[config.mk]
export PLATFORM = sky130hd
export DESIGN_NAME = fifo_queue_with_key_search_top
export DESIGN_NICKNAME = d
export VERILOG_FILES = /design/src/rtl/fqks_pkg.sv /design/src/rtl/fqks_ctrl.sv /design/src/rtl/fqks_dp.sv /design/src/rtl/fifo_queue_with_key_search_top.sv
export SDC_FILE = /design/constraint.sdc
export NUM_CORES = 2
export LEC_CHECK = 0
export BUFFER_PORTS_ARGS = -buffer_cell sky130_fd_sc_hd__clkbuf_2
export CORE_MARGIN = 4
export CORE_UTILIZATION = 31
export CTS_CLUSTER_DIAMETER = 100
export CTS_CLUSTER_SIZE = 28
export DETAILED_ROUTE_END_ITERATION = 12
export GPL_ROUTABILITY_DRIVEN = 0
export GPL_TIMING_DRIVEN = 0
export PLACE_DENSITY_LB_ADDON = 0.12
export RECOVER_POWER = 25
export SYNTH_ARGS = -nofsm -noshare
export SYNTH_HDL_FRONTEND = slang
export SYNTH_SLANG_ARGS = --single-unit
[constraint.sdc]
create_clock -name clk -period 73.8 [get_ports clk]
set_input_delay 22.14 -clock clk [delete_from_list [all_inputs] [get_ports clk]]
set_output_delay 22.14 -clock clk [all_outputs]
set_load 0.05 [all_outputs]
[src/rtl/fqks_pkg.sv]
package fqks_pkg;

  localparam int DEPTH = 8;
  localparam int IDX_W = $clog2(DEPTH);
  localparam int CNT_W = $clog2(DEPTH + 1);

  localparam int OP_W    = 2;
  localparam int ST_W    = 2;
  localparam int CFG_W   = 4;
  localparam int OCC_W   = 4;
  localparam int KEY_W   = 56;
  localparam int MH_W    = 16;
  localparam int ML_W    = 64;
  localparam int YEAR_W  = 16;
  localparam int REC_W   = KEY_W + MH_W + ML_W + YEAR_W;
  localparam int IN_DATA_W  = ((REC_W + 7) / 8) * 8;
  localparam int OUT_DATA_W = ((REC_W + OCC_W + 7) / 8) * 8;
  localparam int OUT_PAD_W  = OUT_DATA_W - REC_W - OCC_W;
  localparam int CMP_W   = (CFG_W > CNT_W) ? CFG_W : CNT_W;

  localparam logic [OP_W-1:0] OP_ENQ    = 2'd0;
  localparam logic [OP_W-1:0] OP_DEQ    = 2'd1;
  localparam logic [OP_W-1:0] OP_SEARCH = 2'd2;

  localparam logic [ST_W-1:0] ST_OK       = 2'd0;
  localparam logic [ST_W-1:0] ST_FULL     = 2'd1;
  localparam logic [ST_W-1:0] ST_EMPTY    = 2'd2;
  localparam logic [ST_W-1:0] ST_NOTFOUND = 2'd3;

  typedef struct packed {
    logic [YEAR_W-1:0] year;
    logic [ML_W-1:0]   model_low;
    logic [MH_W-1:0]   model_high;
    logic [KEY_W-1:0]  plate;
  } rec_t;

  typedef struct packed {
    logic            load;
    logic            exec_commit;
    logic            rd_start;
    logic            scan_next;
    logic            set_res;
    logic [ST_W-1:0] res_code;
    logic            done_commit;
  } cmd_t;

  typedef struct packed {
    logic [OP_W-1:0] op;
    logic            empty;
    logic            out_free;
    logic            match;
    logic            last;
  } sts_t;

endpackage

[src/rtl/fqks_ctrl.sv]
module fqks_ctrl (
  input  logic           clk,
  input  logic           rst,
  input  logic           in_valid,
  output logic           in_ready,
  input  fqks_pkg::sts_t sts,
  output fqks_pkg::cmd_t cmd
);

  localparam logic [1:0] S_IDLE = 2'd0;
  localparam logic [1:0] S_EXEC = 2'd1;
  localparam logic [1:0] S_SCAN = 2'd2;
  localparam logic [1:0] S_DONE = 2'd3;

  logic [1:0] state;
  logic [1:0] state_next;

  assign in_ready = (state == S_IDLE);

  always_comb begin
    state_next = state;
    cmd = '0;
    cmd.res_code = fqks_pkg::ST_OK;
    case (state)
      S_IDLE: begin
        if (in_valid) begin
          cmd.load = 1'b1;
          state_next = S_EXEC;
        end
      end
      S_EXEC: begin
        if (sts.op == fqks_pkg::OP_DEQ && !sts.empty) begin
          cmd.rd_start = 1'b1;
          cmd.set_res = 1'b1;
          cmd.res_code = fqks_pkg::ST_OK;
          state_next = S_DONE;
        end else if (sts.op == fqks_pkg::OP_SEARCH && !sts.empty) begin
          cmd.rd_start = 1'b1;
          state_next = S_SCAN;
        end else if (sts.out_free) begin
          cmd.exec_commit = 1'b1;
          state_next = S_IDLE;
        end
      end
      S_SCAN: begin
        if (sts.match) begin
          cmd.set_res = 1'b1;
          cmd.res_code = fqks_pkg::ST_OK;
          state_next = S_DONE;
        end else if (sts.last) begin
          cmd.set_res = 1'b1;
          cmd.res_code = fqks_pkg::ST_NOTFOUND;
          state_next = S_DONE;
        end else begin
          cmd.scan_next = 1'b1;
        end
      end
      S_DONE: begin
        if (sts.out_free) begin
          cmd.done_commit = 1'b1;
          state_next = S_IDLE;
        end
      end
      default: begin
        state_next = S_IDLE;
      end
    endcase
  end

  always_ff @(posedge clk) begin
    if (rst) begin
      state <= S_IDLE;
    end else begin
      state <= state_next;
    end
  end

  a_load_to_exec: assert property (@(posedge clk) disable iff (rst)
    cmd.load |=> state == S_EXEC)
    else $error("accepted transaction did not enter execution");

  a_commit_free: assert property (@(posedge clk) disable iff (rst)
    (cmd.exec_commit || cmd.done_commit) |-> sts.out_free)
    else $error("result written while output register is occupied");

  a_scan_step: assert property (@(posedge clk) disable iff (rst)
    cmd.scan_next |-> (!sts.match && !sts.last))
    else $error("scan advanced past a match or the last entry");

  a_scan_nonempty: assert property (@(posedge clk) disable iff (rst)
    (state == S_SCAN) |-> !sts.empty)
    else $error("scan running on an empty queue");

endmodule

[src/rtl/fqks_dp.sv]
module fqks_dp (
  input  logic                            clk,
  input  logic                            rst,
  input  logic                            cfg_valid,
  input  logic [fqks_pkg::CFG_W-1:0]      cfg_data,
  input  logic [fqks_pkg::IN_DATA_W-1:0]  in_data,
  input  logic [fqks_pkg::OP_W-1:0]       in_op,
  output logic                            out_valid,
  input  logic                            out_ready,
  output logic [fqks_pkg::OUT_DATA_W-1:0] out_data,
  output logic [fqks_pkg::ST_W-1:0]       out_status,
  input  fqks_pkg::cmd_t                  cmd,
  output fqks_pkg::sts_t                  sts
);

  fqks_pkg::rec_t rec_mem [fqks_pkg::DEPTH];
  fqks_pkg::rec_t rd_data;
  fqks_pkg::rec_t in_rec;
  fqks_pkg::rec_t out_rec;

  logic [fqks_pkg::OP_W-1:0]  op;
  logic [fqks_pkg::CNT_W-1:0] cap;
  logic [fqks_pkg::IDX_W-1:0] head;
  logic [fqks_pkg::IDX_W-1:0] tail;
  logic [fqks_pkg::CNT_W-1:0] count;
  logic [fqks_pkg::IDX_W-1:0] pos;
  logic [fqks_pkg::ST_W-1:0]  res_code;
  logic [fqks_pkg::OCC_W-1:0] out_occ;

  logic [fqks_pkg::CNT_W:0]   rd_sum;
  logic [fqks_pkg::CNT_W:0]   rd_wrap;
  logic [fqks_pkg::CNT_W-1:0] rd_off;
  logic [fqks_pkg::IDX_W-1:0] rd_addr;
  logic                       rd_en;
  logic [fqks_pkg::CNT_W-1:0] tail_p1;
  logic [fqks_pkg::IDX_W-1:0] tail_inc;
  logic [fqks_pkg::CNT_W-1:0] head_p1;
  logic [fqks_pkg::IDX_W-1:0] head_inc;
  logic [fqks_pkg::CNT_W-1:0] pos_p1;
  logic [fqks_pkg::CMP_W-1:0] cfg_ext;
  logic [fqks_pkg::CMP_W-1:0] cap_sel;
  logic [fqks_pkg::CNT_W-1:0] cap_new;
  logic                       full;
  logic                       empty;
  logic                       wr_en;
  logic [fqks_pkg::ST_W-1:0]  exec_code;

  assign full  = (count >= cap);
  assign empty = (count == '0);

  assign pos_p1 = fqks_pkg::CNT_W'(pos) + fqks_pkg::CNT_W'(1);
  assign rd_off = cmd.rd_start ? '0 : pos_p1;
  assign rd_sum = (fqks_pkg::CNT_W+1)'(head) + (fqks_pkg::CNT_W+1)'(rd_off);
  assign rd_wrap = (rd_sum >= (fqks_pkg::CNT_W+1)'(cap))
                 ? rd_sum - (fqks_pkg::CNT_W+1)'(cap) : rd_sum;
  assign rd_addr = rd_wrap[fqks_pkg::IDX_W-1:0];
  assign rd_en = cmd.rd_start | cmd.scan_next;

  assign tail_p1  = fqks_pkg::CNT_W'(tail) + fqks_pkg::CNT_W'(1);
  assign tail_inc = (tail_p1 == cap) ? '0 : tail_p1[fqks_pkg::IDX_W-1:0];
  assign head_p1  = fqks_pkg::CNT_W'(head) + fqks_pkg::CNT_W'(1);
  assign head_inc = (head_p1 == cap) ? '0 : head_p1[fqks_pkg::IDX_W-1:0];

  assign cfg_ext = fqks_pkg::CMP_W'(cfg_data);
  assign cap_sel = (cfg_ext == '0) ? fqks_pkg::CMP_W'(1)
                 : (cfg_ext > fqks_pkg::CMP_W'(fqks_pkg::DEPTH))
                 ? fqks_pkg::CMP_W'(fqks_pkg::DEPTH) : cfg_ext;
  assign cap_new = cap_sel[fqks_pkg::CNT_W-1:0];

  assign wr_en = cmd.exec_commit && (op == fqks_pkg::OP_ENQ) && !full;

  always_comb begin
    case (op)
      fqks_pkg::OP_ENQ:    exec_code = full ? fqks_pkg::ST_FULL : fqks_pkg::ST_OK;
      fqks_pkg::OP_DEQ:    exec_code = fqks_pkg::ST_EMPTY;
      fqks_pkg::OP_SEARCH: exec_code = fqks_pkg::ST_EMPTY;
      default:             exec_code = fqks_pkg::ST_OK;
    endcase
  end

  assign sts.op       = op;
  assign sts.empty    = empty;
  assign sts.out_free = !out_valid || out_ready;
  assign sts.match    = (rd_data.plate == in_rec.plate);
  assign sts.last     = (pos_p1 >= count);

  always_ff @(posedge clk) begin
    if (wr_en) begin
      rec_mem[tail_inc] <= in_rec;
    end
    if (rd_en) begin
      rd_data <= rec_mem[rd_addr];
    end
  end

  always_ff @(posedge clk) begin
    if (cmd.load) begin
      in_rec <= fqks_pkg::rec_t'(in_data[fqks_pkg::REC_W-1:0]);
      op <= in_op;
    end
    if (cmd.rd_start) begin
      pos <= '0;
    end else if (cmd.scan_next) begin
      pos <= pos_p1[fqks_pkg::IDX_W-1:0];
    end
    if (cmd.set_res) begin
      res_code <= cmd.res_code;
    end
    if (cmd.exec_commit) begin
      out_status <= exec_code;
      out_rec <= '0;
      out_occ <= fqks_pkg::OCC_W'(wr_en ? count + fqks_pkg::CNT_W'(1) : count);
    end else if (cmd.done_commit) begin
      out_status <= res_code;
      out_rec <= (res_code == fqks_pkg::ST_OK) ? rd_data : '0;
      out_occ <= fqks_pkg::OCC_W'((op == fqks_pkg::OP_DEQ)
                                  ? count - fqks_pkg::CNT_W'(1) : count);
    end
  end

  always_ff @(posedge clk) begin
    if (rst) begin
      cap <= fqks_pkg::CNT_W'(fqks_pkg::DEPTH);
      head <= '0;
      tail <= fqks_pkg::IDX_W'(fqks_pkg::DEPTH - 1);
      count <= '0;
      out_valid <= 1'b0;
    end else begin
      if (cfg_valid) begin
        cap <= cap_new;
        head <= '0;
        tail <= fqks_pkg::IDX_W'(cap_new - fqks_pkg::CNT_W'(1));
        count <= '0;
      end else if (wr_en) begin
        tail <= tail_inc;
        count <= count + fqks_pkg::CNT_W'(1);
      end else if (cmd.done_commit && op == fqks_pkg::OP_DEQ) begin
        head <= head_inc;
        count <= count - fqks_pkg::CNT_W'(1);
      end
      if (cmd.exec_commit || cmd.done_commit) begin
        out_valid <= 1'b1;
      end else if (out_ready) begin
        out_valid <= 1'b0;
      end
    end
  end

  assign out_data = {{fqks_pkg::OUT_PAD_W{1'b0}}, out_occ, out_rec};

endmodule

[src/rtl/fifo_queue_with_key_search_top.sv]
// One transaction at a time; the next is accepted at the earliest edge its result can be taken.
// Enqueue, unused codes and empty or full reports: the result is registered from the execute state.
// Dequeue: adds one registered record memory read before the result is registered.
// Search over n queued records: up to n key compares, one key compare per cycle.
// A result held by the receiver stalls the next result and, through it, the input.
// Reset empties the queue (head 0, tail 7, count 0) and sets capacity to 8; storage is kept.
module fifo_queue_with_key_search_top (
  input  logic                            clk,
  input  logic                            rst,
  input  logic                            cfg_valid,
  output logic                            cfg_ready,
  input  logic [fqks_pkg::CFG_W-1:0]      cfg_data,
  input  logic                            s_axis_tvalid,
  output logic                            s_axis_tready,
  // plate, model_high, model_low, year
  input  logic [fqks_pkg::IN_DATA_W-1:0]  s_axis_tdata,
  // operation
  input  logic [fqks_pkg::OP_W-1:0]       s_axis_tuser,
  output logic                            m_axis_tvalid,
  input  logic                            m_axis_tready,
  // out_plate, out_model_high, out_model_low, out_year, occupancy, zero pad
  output logic [fqks_pkg::OUT_DATA_W-1:0] m_axis_tdata,
  // status
  output logic [fqks_pkg::ST_W-1:0]       m_axis_tuser
);

  fqks_pkg::cmd_t cmd;
  fqks_pkg::sts_t sts;

  assign cfg_ready = 1'b1;

  fqks_ctrl u_ctrl (
    .clk      (clk),
    .rst      (rst),
    .in_valid (s_axis_tvalid),
    .in_ready (s_axis_tready),
    .sts      (sts),
    .cmd      (cmd)
  );

  fqks_dp u_dp (
    .clk        (clk),
    .rst        (rst),
    .cfg_valid  (cfg_valid),
    .cfg_data   (cfg_data),
    .in_data    (s_axis_tdata),
    .in_op      (s_axis_tuser),
    .out_valid  (m_axis_tvalid),
    .out_ready  (m_axis_tready),
    .out_data   (m_axis_tdata),
    .out_status (m_axis_tuser),
    .cmd        (cmd),
    .sts        (sts)
  );

endmodule
# [After elaboration in Yosys (flattened, before gate mapping)]
# Memories as Yosys holds them, arrays and structs flattened. A register that Yosys moved wholly into a read port is not among the register bits.
# Index checks and enable logic that the tools add are counted.
[classes] add_sub_neg=8 n_mul=0 n_div=0 magnitude_cmp=4 eq_ne=10 shifts=0 muxes=46 n_bitwise=2 reduce_logical=23
[ops] cell="two-way mux 152 bit" count=1
[ops] cell="== test 56 bit" count=1
[ops] cell="two-way mux 4 bit" count=9
[ops] cell="two-way mux 3 bit" count=8
[ops] cell="two-way mux 2 bit" count=9
[ops] cell="two-way mux 1 bit" count=16
[ops] cell="adder 3 x 1 -> 4 bit (second input constant)" count=3
[ops] cell="== test 4 bit" count=2
[ops] cell="greater-or-equal comparator 4 bit" count=2
[ops] cell="logical NOT 4 bit" count=2
[ops] cell="one-hot mux 2 bit (4 select lines)" count=1
[ops] cell="nonzero test 2 bit" count=4
[ops] cell="== test 2 bit (second input constant)" count=3
[ops] cell="logical NOT 2 bit" count=3
[ops] cell="one-hot mux 3 bit (2 select lines)" count=1
[ops] cell="adder 3 x 4 -> 5 bit" count=1
[ops] cell="greater-or-equal comparator 5 x 4 -> 1 bit" count=1
[ops] cell="logical AND 1 bit" count=5
[ops] cell="adder 4 x 1 -> 4 bit (second input constant)" count=1
[ops] cell="== test 2 x 1 -> 1 bit (second input constant)" count=2
[ops] cell="greater-than comparator 4 bit (second input constant)" count=1
[ops] cell="one-hot mux 2 bit (2 select lines)" count=1
[ops] cell="AND reduction 2 bit" count=2
[ops] cell="OR reduction 2 bit" count=2
[ops] cell="9 further kinds" count=12
[totals] ff_bits=334 latch_bits=0 ramBits=1216 romBits=0 word_cells=113 memories=1
[memory_table] name="u_dp.rec_mem" depth=8 width=152 read_ports=1 rd_clocked_by_memory_dff=1 wr=1 line="fqks_dp.sv:16" rtl="fqks_pkg::rec_t rec_mem [fqks_pkg::DEPTH];"

# [Depth between registers and ports, before layout]
[logic_depth] depth_word=10 ltp_mapped=19

# [By module]
# A second synthesis with hierarchy kept.
[hier_totals] cells_unflattened=3387 area_unflattened_um2=64664.5
[modules_own_cells] module="fqks_dp" instances=1 cells_each=3349 area_per_inst_um2=64349.2 seq_area_each_um2=49347.3
[modules_own_cells] module="fqks_ctrl" instances=1 cells_each=36 area_per_inst_um2=304.0 seq_area_each_um2=40.0
[modules_own_cells] module="fifo_queue_with_key_search_top" instances=1 cells_each=2 area_per_inst_um2=11.3 seq_area_each_um2=0.0

# [Worst setup path after synthesis]
# Ideal clock, no wire load.
[synth_path] kind="input port to flip-flop" from="input m_axis_tready" to="memory u_dp.rec_mem[1][0] in the netlist's numbering, enable pin" setup_ns=1.035 t_arrival_ns=37.968 path_slack_ns=34.796 stages=10 n_path_buf=3 path_cell_list="nand2b_1 clkbuf_1 o211a_1 nand2_1 a211o_1 clkbuf_1 inv_1 clkbuf_1 nand2_1 nor4_1"
[synth_between] elab_chain_len=9
[synth_rtl] element="start: declaration" line="fifo_queue_with_key_search_top.sv:20" rtl="input logic m_axis_tready,"
[synth_rtl] element="logical OR 1 bit" line="fqks_dp.sv:83" rtl="assign sts.out_free = !out_valid || out_ready;"
[synth_rtl] element="two-way mux 1 bit" line="fqks_ctrl.sv:40" rtl="end else if (sts.out_free) begin"
[synth_rtl] element="two-way mux 1 bit" line="fqks_ctrl.sv:37" rtl="end else if (sts.op == fqks_pkg::OP_SEARCH && !sts.empty) begin"
[synth_rtl] element="two-way mux 1 bit" line="fqks_ctrl.sv:32" rtl="if (sts.op == fqks_pkg::OP_DEQ && !sts.empty) begin"
[synth_rtl] element="two-way mux 2 bit" line="fqks_ctrl.sv:24" rtl="case (state)"
[synth_rtl] element="logical AND 1 bit (2 in series)" line="fqks_dp.sv:70" rtl="assign wr_en = cmd.exec_commit && (op == fqks_pkg::OP_ENQ) && !full;"
[synth_rtl] element="two-way mux 1 bit" line="fqks_dp.sv:88" rtl="if (wr_en) begin"
[synth_rtl] element="two-way mux 1 bit (not written as such)" line="fqks_dp.sv:89" rtl="rec_mem[tail_inc] <= in_rec;"
[synth_rtl] element="end: declaration" line="fqks_dp.sv:16"
# No other way between the ends.

# [Final worst setup path]
[layout_path] from="input m_axis_tready" to="memory u_dp.rec_mem[7][127] in the netlist's numbering, enable pin"
# The elaborated chain is that of the path after synthesis.

==> impl_metrics.py <==
metrics = {
    "floorplan": {
        "die_h_um": 470,
        "start_util_pct": 31.2,
        "die_area_sq_um": 221000,
        "core_area_sq_um": 212000,
        "die_w_um": 470,
        "placementRows": 169,
        "ioPinCount": 328,
    },
    "detailed_routing": {
        "vias": 42000,
        "drc": 0,
        "drt_iter0_markers": 4504,
        "drt-pass1-iter-count": 7,
        "wl_mm": 232,
        "antenna_left": 0,
        "wire_per_inst_um": 30.1,
        "routed_via_density": 5.45,
    },
    "sta": {
        "setup_viol": 0,
        "worst_slew_pin_slew_ns": 1.59,
        "setup-tns-final_ns": 0,
        "setup_slack_ns": 47.80,
        "finalCritPeriodShare_pct": 35.2,
        "max-slew-margin-rel_pct": -5.89,
        "final.min_clock_period_ns": 26.00,
        "fin_skew_ns": 0.0473,
        "clock.fmax_mhz": 38.5,
        "hold_viol": 0,
        "finalMaxSlewViolations": 11,
        "rsz0062_at_grt": "false",
    },
    "worst_setup_path": {
        "crit_chain": "clkbuf_2 > nand2b_1 > clkbuf_1 > o211a_1 > nand2_1 > a211o_1 > clkbuf_1 > inv_1 > clkbuf_1 > nand3b_1 > nor3_2 > buf_8 > buf_6 > buf_8 > buf_6 > buf_8 > buf_6 > buf_6",
        "cpMostUsedCell": "buf_6",
        "startpoint_type": "primary input",
        "critPathRequiredTime_ns": 74.24,
        "r2r_start": "u_dp.count[0]",
        "cp.depth": 18,
        "cp_slowest_cell": "nor3_2",
        "critPathMaxFanout": 10,
        "critPathLaunch": "m_axis_tready",
        "slowest_delay_ns": 0.67,
        "r2r.worst_path.cells": 17,
        "path_buf_inv": 12,
        "critPathTopFamily": "buffers and inverters",
        "worstSetupEndpointType": "flip-flop",
        "arrival_ns": 26.44,
        "worst-setup-path-type": "in2reg",
    },
    "clock_network": {
        "htreeDepth": 3,
        "cts.sinks": 1701,
        "clk_pin_slew_worst_paths_ns": 0.09,
        "clockBufferDepth": 3,
        "cts-root-buf": "clkbuf_16",
        "cts_buffers": 82,
        "cts_tree": "built",
        "postCtsSetupBuffers": 0,
        "cts-hold-fix-buffers": 0,
        "ctsResizeCount": 0,
        "clk_latency_ns": 0.77,
    },
    "placement": {
        "dp_hpwl_mm": 159,
        "dp_cells": 7549,
        "port_buffers": 320,
        "dp_slack_ns": 47.06,
    },
    "run_status": {
        "violations": "max-capacitance violations, max-slew violations",
        "status": "finished, violations left",
    },
    "power": {
        "clkPwrFrac_pct": 31.6,
        "powerDensity_nw_per_um2": 23.9,
        "power_frac_seq_pct": 60.9,
        "power.switching_mw": 0.469,
        "combPwrFrac_pct": 7.6,
        "swShare_pct": 25.8,
        "p_int_mw": 1.35,
        "power.leakage_nw": 25.6,
        "ir_drop_uv": 15.2,
    },
    "synth": {
        "synth_edf_count": 1529,
        "ys.flop_type": "edfxtp_1",
        "synthesis.area_sq_um": 66100,
        "synth.avg_cell_area_sq_um": 15.5,
        "synth.distinct_cells": 61,
        "syn-instance-count": 4265,
        "ys_seq_elements": 1701,
        "ys_top_cells_by_area": "edfxtp_1 (69%), a2111oi_0 (8.1%), and3_1 (5.8%)",
        "synth_top_area_share_pct": 69.4,
        "synth-async-reset-ratio_pct": 0,
        "yosysSeqAreaShare_pct": 74.6,
        "yosysWarnings": 0,
        "synthTopCellsByCount": "edfxtp_1 (1529), and3_1 (613), a2111oi_0 (608)",
        "synth_top_cell_by_area": "edfxtp_1",
        "synth_most_common_cell": "edfxtp_1",
    },
    "global_routing": {
        "track_usage_pct": 20.4,
        "overflow": 0,
        "grt_pass1_vias": 41900,
        "antenna_found_initial": 20,
        "grt_pass1_wl_mm": 327,
        "grt_max_degree": 51,
    },
    "worst_hold_path": {
        "hp-class": "reg2reg",
        "hold_depth": 2,
        "hold_start": "u_dp.out_data[26]",
    },
    "finish": {
        "drive_gt1_share_pct": 14.3,
        "area_growth_pct": 14.9,
        "finalNonFillerCells": 7707,
        "fin_nets": 5008,
    },
    "flow_run": {
        "max_cap_viol_count": 1,
    },
}
==> worst reg2reg max path: cells and delay by family (launching register included) <==
kind | cells | cell delay [ns]
AO/OA/AOI/OAI | 4 | 1.16
flip-flops | 1 | 0.53
adder cells (fa/ha/maj) | 4 | 1.27
AND/OR/NAND/NOR | 5 | 1.66
XOR/XNOR | 1 | 0.42
buffers and inverters | 3 | 1.79
==> sequential cells by signal, indices dropped and copies added (netlist names) <==
register         count
u_dp.out_valid       1
u_ctrl.state         2
u_dp.cap             4
u_dp.res_code        1
u_dp.head            3
u_dp.tail            3
u_dp.out_occ         4
u_dp.op              2
u_dp.out_data      152
u_dp.pos             3
u_dp.count           4
u_dp.rd_data       152
u_dp.rec_mem      1216
u_dp.in_rec        152
u_dp.out_status      2
==> power groups by stage <==
stage,clock (mW),combinational [mW],sequential [mW]
detailed placement,0,0.138,1.13
finish,0.574,0.137,1.11
floorplan,0,0.0650,1.12
global placement,0,0.132,1.14
CTS,0.591,0.139,1.11
global route,0.624,0.147,1.11
==> cells in the final DEF (no fill, tap or decap), drive strengths merged, types with 2 or more instances in the layout <==
| cell | netlist | layout |
|---|---|---|
| nor3b | 153 | 153 |
| conb | 2 | 5 |
| clkbuf | 317 | 756 |
| diode | 0 | 4 |
| a21o | 6 | 6 |
| and2 | 6 | 6 |
| nor4 | 156 | 156 |
| xor2 | 5 | 5 |
| nor2 | 166 | 166 |
| nand3 | 11 | 11 |
| nor2b | 4 | 4 |
| edfxtp | 1529 | 1529 |
| a21boi | 2 | 2 |
| fa | 2 | 2 |
| nand2b | 5 | 5 |
| dfxtp | 172 | 172 |
| buf | 99 | 239 |
| a2111oi | 609 | 609 |
| nand4 | 20 | 20 |
| mux2i | 11 | 11 |
| a31oi | 7 | 7 |
| nand3b | 3 | 3 |
| clkinv | 0 | 17 |
| o211ai | 2 | 2 |
| a21oi | 169 | 169 |
| o22ai | 3 | 3 |
| inv | 21 | 39 |
| o21a | 2 | 2 |
| mux2 | 2 | 2 |
| nor3 | 6 | 6 |
| o21ai | 13 | 13 |
| ha | 31 | 31 |
| nand2 | 31 | 31 |
| a31o | 2 | 2 |
| a211oi | 3 | 3 |
| and3 | 613 | 613 |
| xnor2 | 66 | 66 |
==> layout make-up <==
type / count / area (sq um)
Fill cell: 20300 / 136000
Buffer: 416 / 1800
Inverter: 21 / 78.8
Clock inverter: 35 / 477
Tap cell: 2821 / 3530
Sequential cell: 1701 / 49400
Multi-Input combinational cell: 2130 / 15000
Timing Repair Buffer: 460 / 3440
Clock buffer: 119 / 2300
Antenna cell: 4 / 10.0
==> per-layer routing <==
metal	vias up	GRT usage, %	part of all wire [%]
li1	18500	-	-
met3	231	3.01	5.9
met1	21900	28.9	45
met4	2	5.62	2.9
met2	1411	32.7	46
met5	-	0	0.0056
==> stage by stage <==
stage	hold WS, ns	area [sq um]	total power [mW]	util [%]
after global placement	0.473	71300	1.27	33.6
final	0.496	76000	1.82	35.8
after global routing	0.524	76000	1.88	35.8
after floorplan	0.470	66100	1.19	-
after CTS	0.503	75900	1.84	35.8
after detailed placement	0.479	73200	1.27	34.5
==> worst paths after layout <==
| check | end | slack (ns) |
|---|---|---|
| worst max-delay path | u_dp.rec_mem[7][127] | 47.80 |
| worst min-delay path | u_dp.out_data[26] | 0.50 |
| worst max register to register | u_dp.rd_data[107] | 66.68 |
| worst min register to register | u_dp.out_data[26] | 0.50 |
==> logic make-up after synthesis <==
| logic type | Yosys count | share of synthesized area [%] |
|---|---|---|
| other | 2 | 0.0114 |
| AO/OA/AOI/OAI | 829 | 9.98 |
| AND/OR/NAND/NOR | 1179 | 10.7 |
| XOR/XNOR | 71 | 0.940 |
| buffers and inverters | 437 | 2.83 |
| multiplexers | 13 | 0.250 |
| flip-flops | 1701 | 74.6 |
| adder cells (fa/ha/maj) | 33 | 0.647 |
No activity file was read; power rests on OpenSTA's default activity.
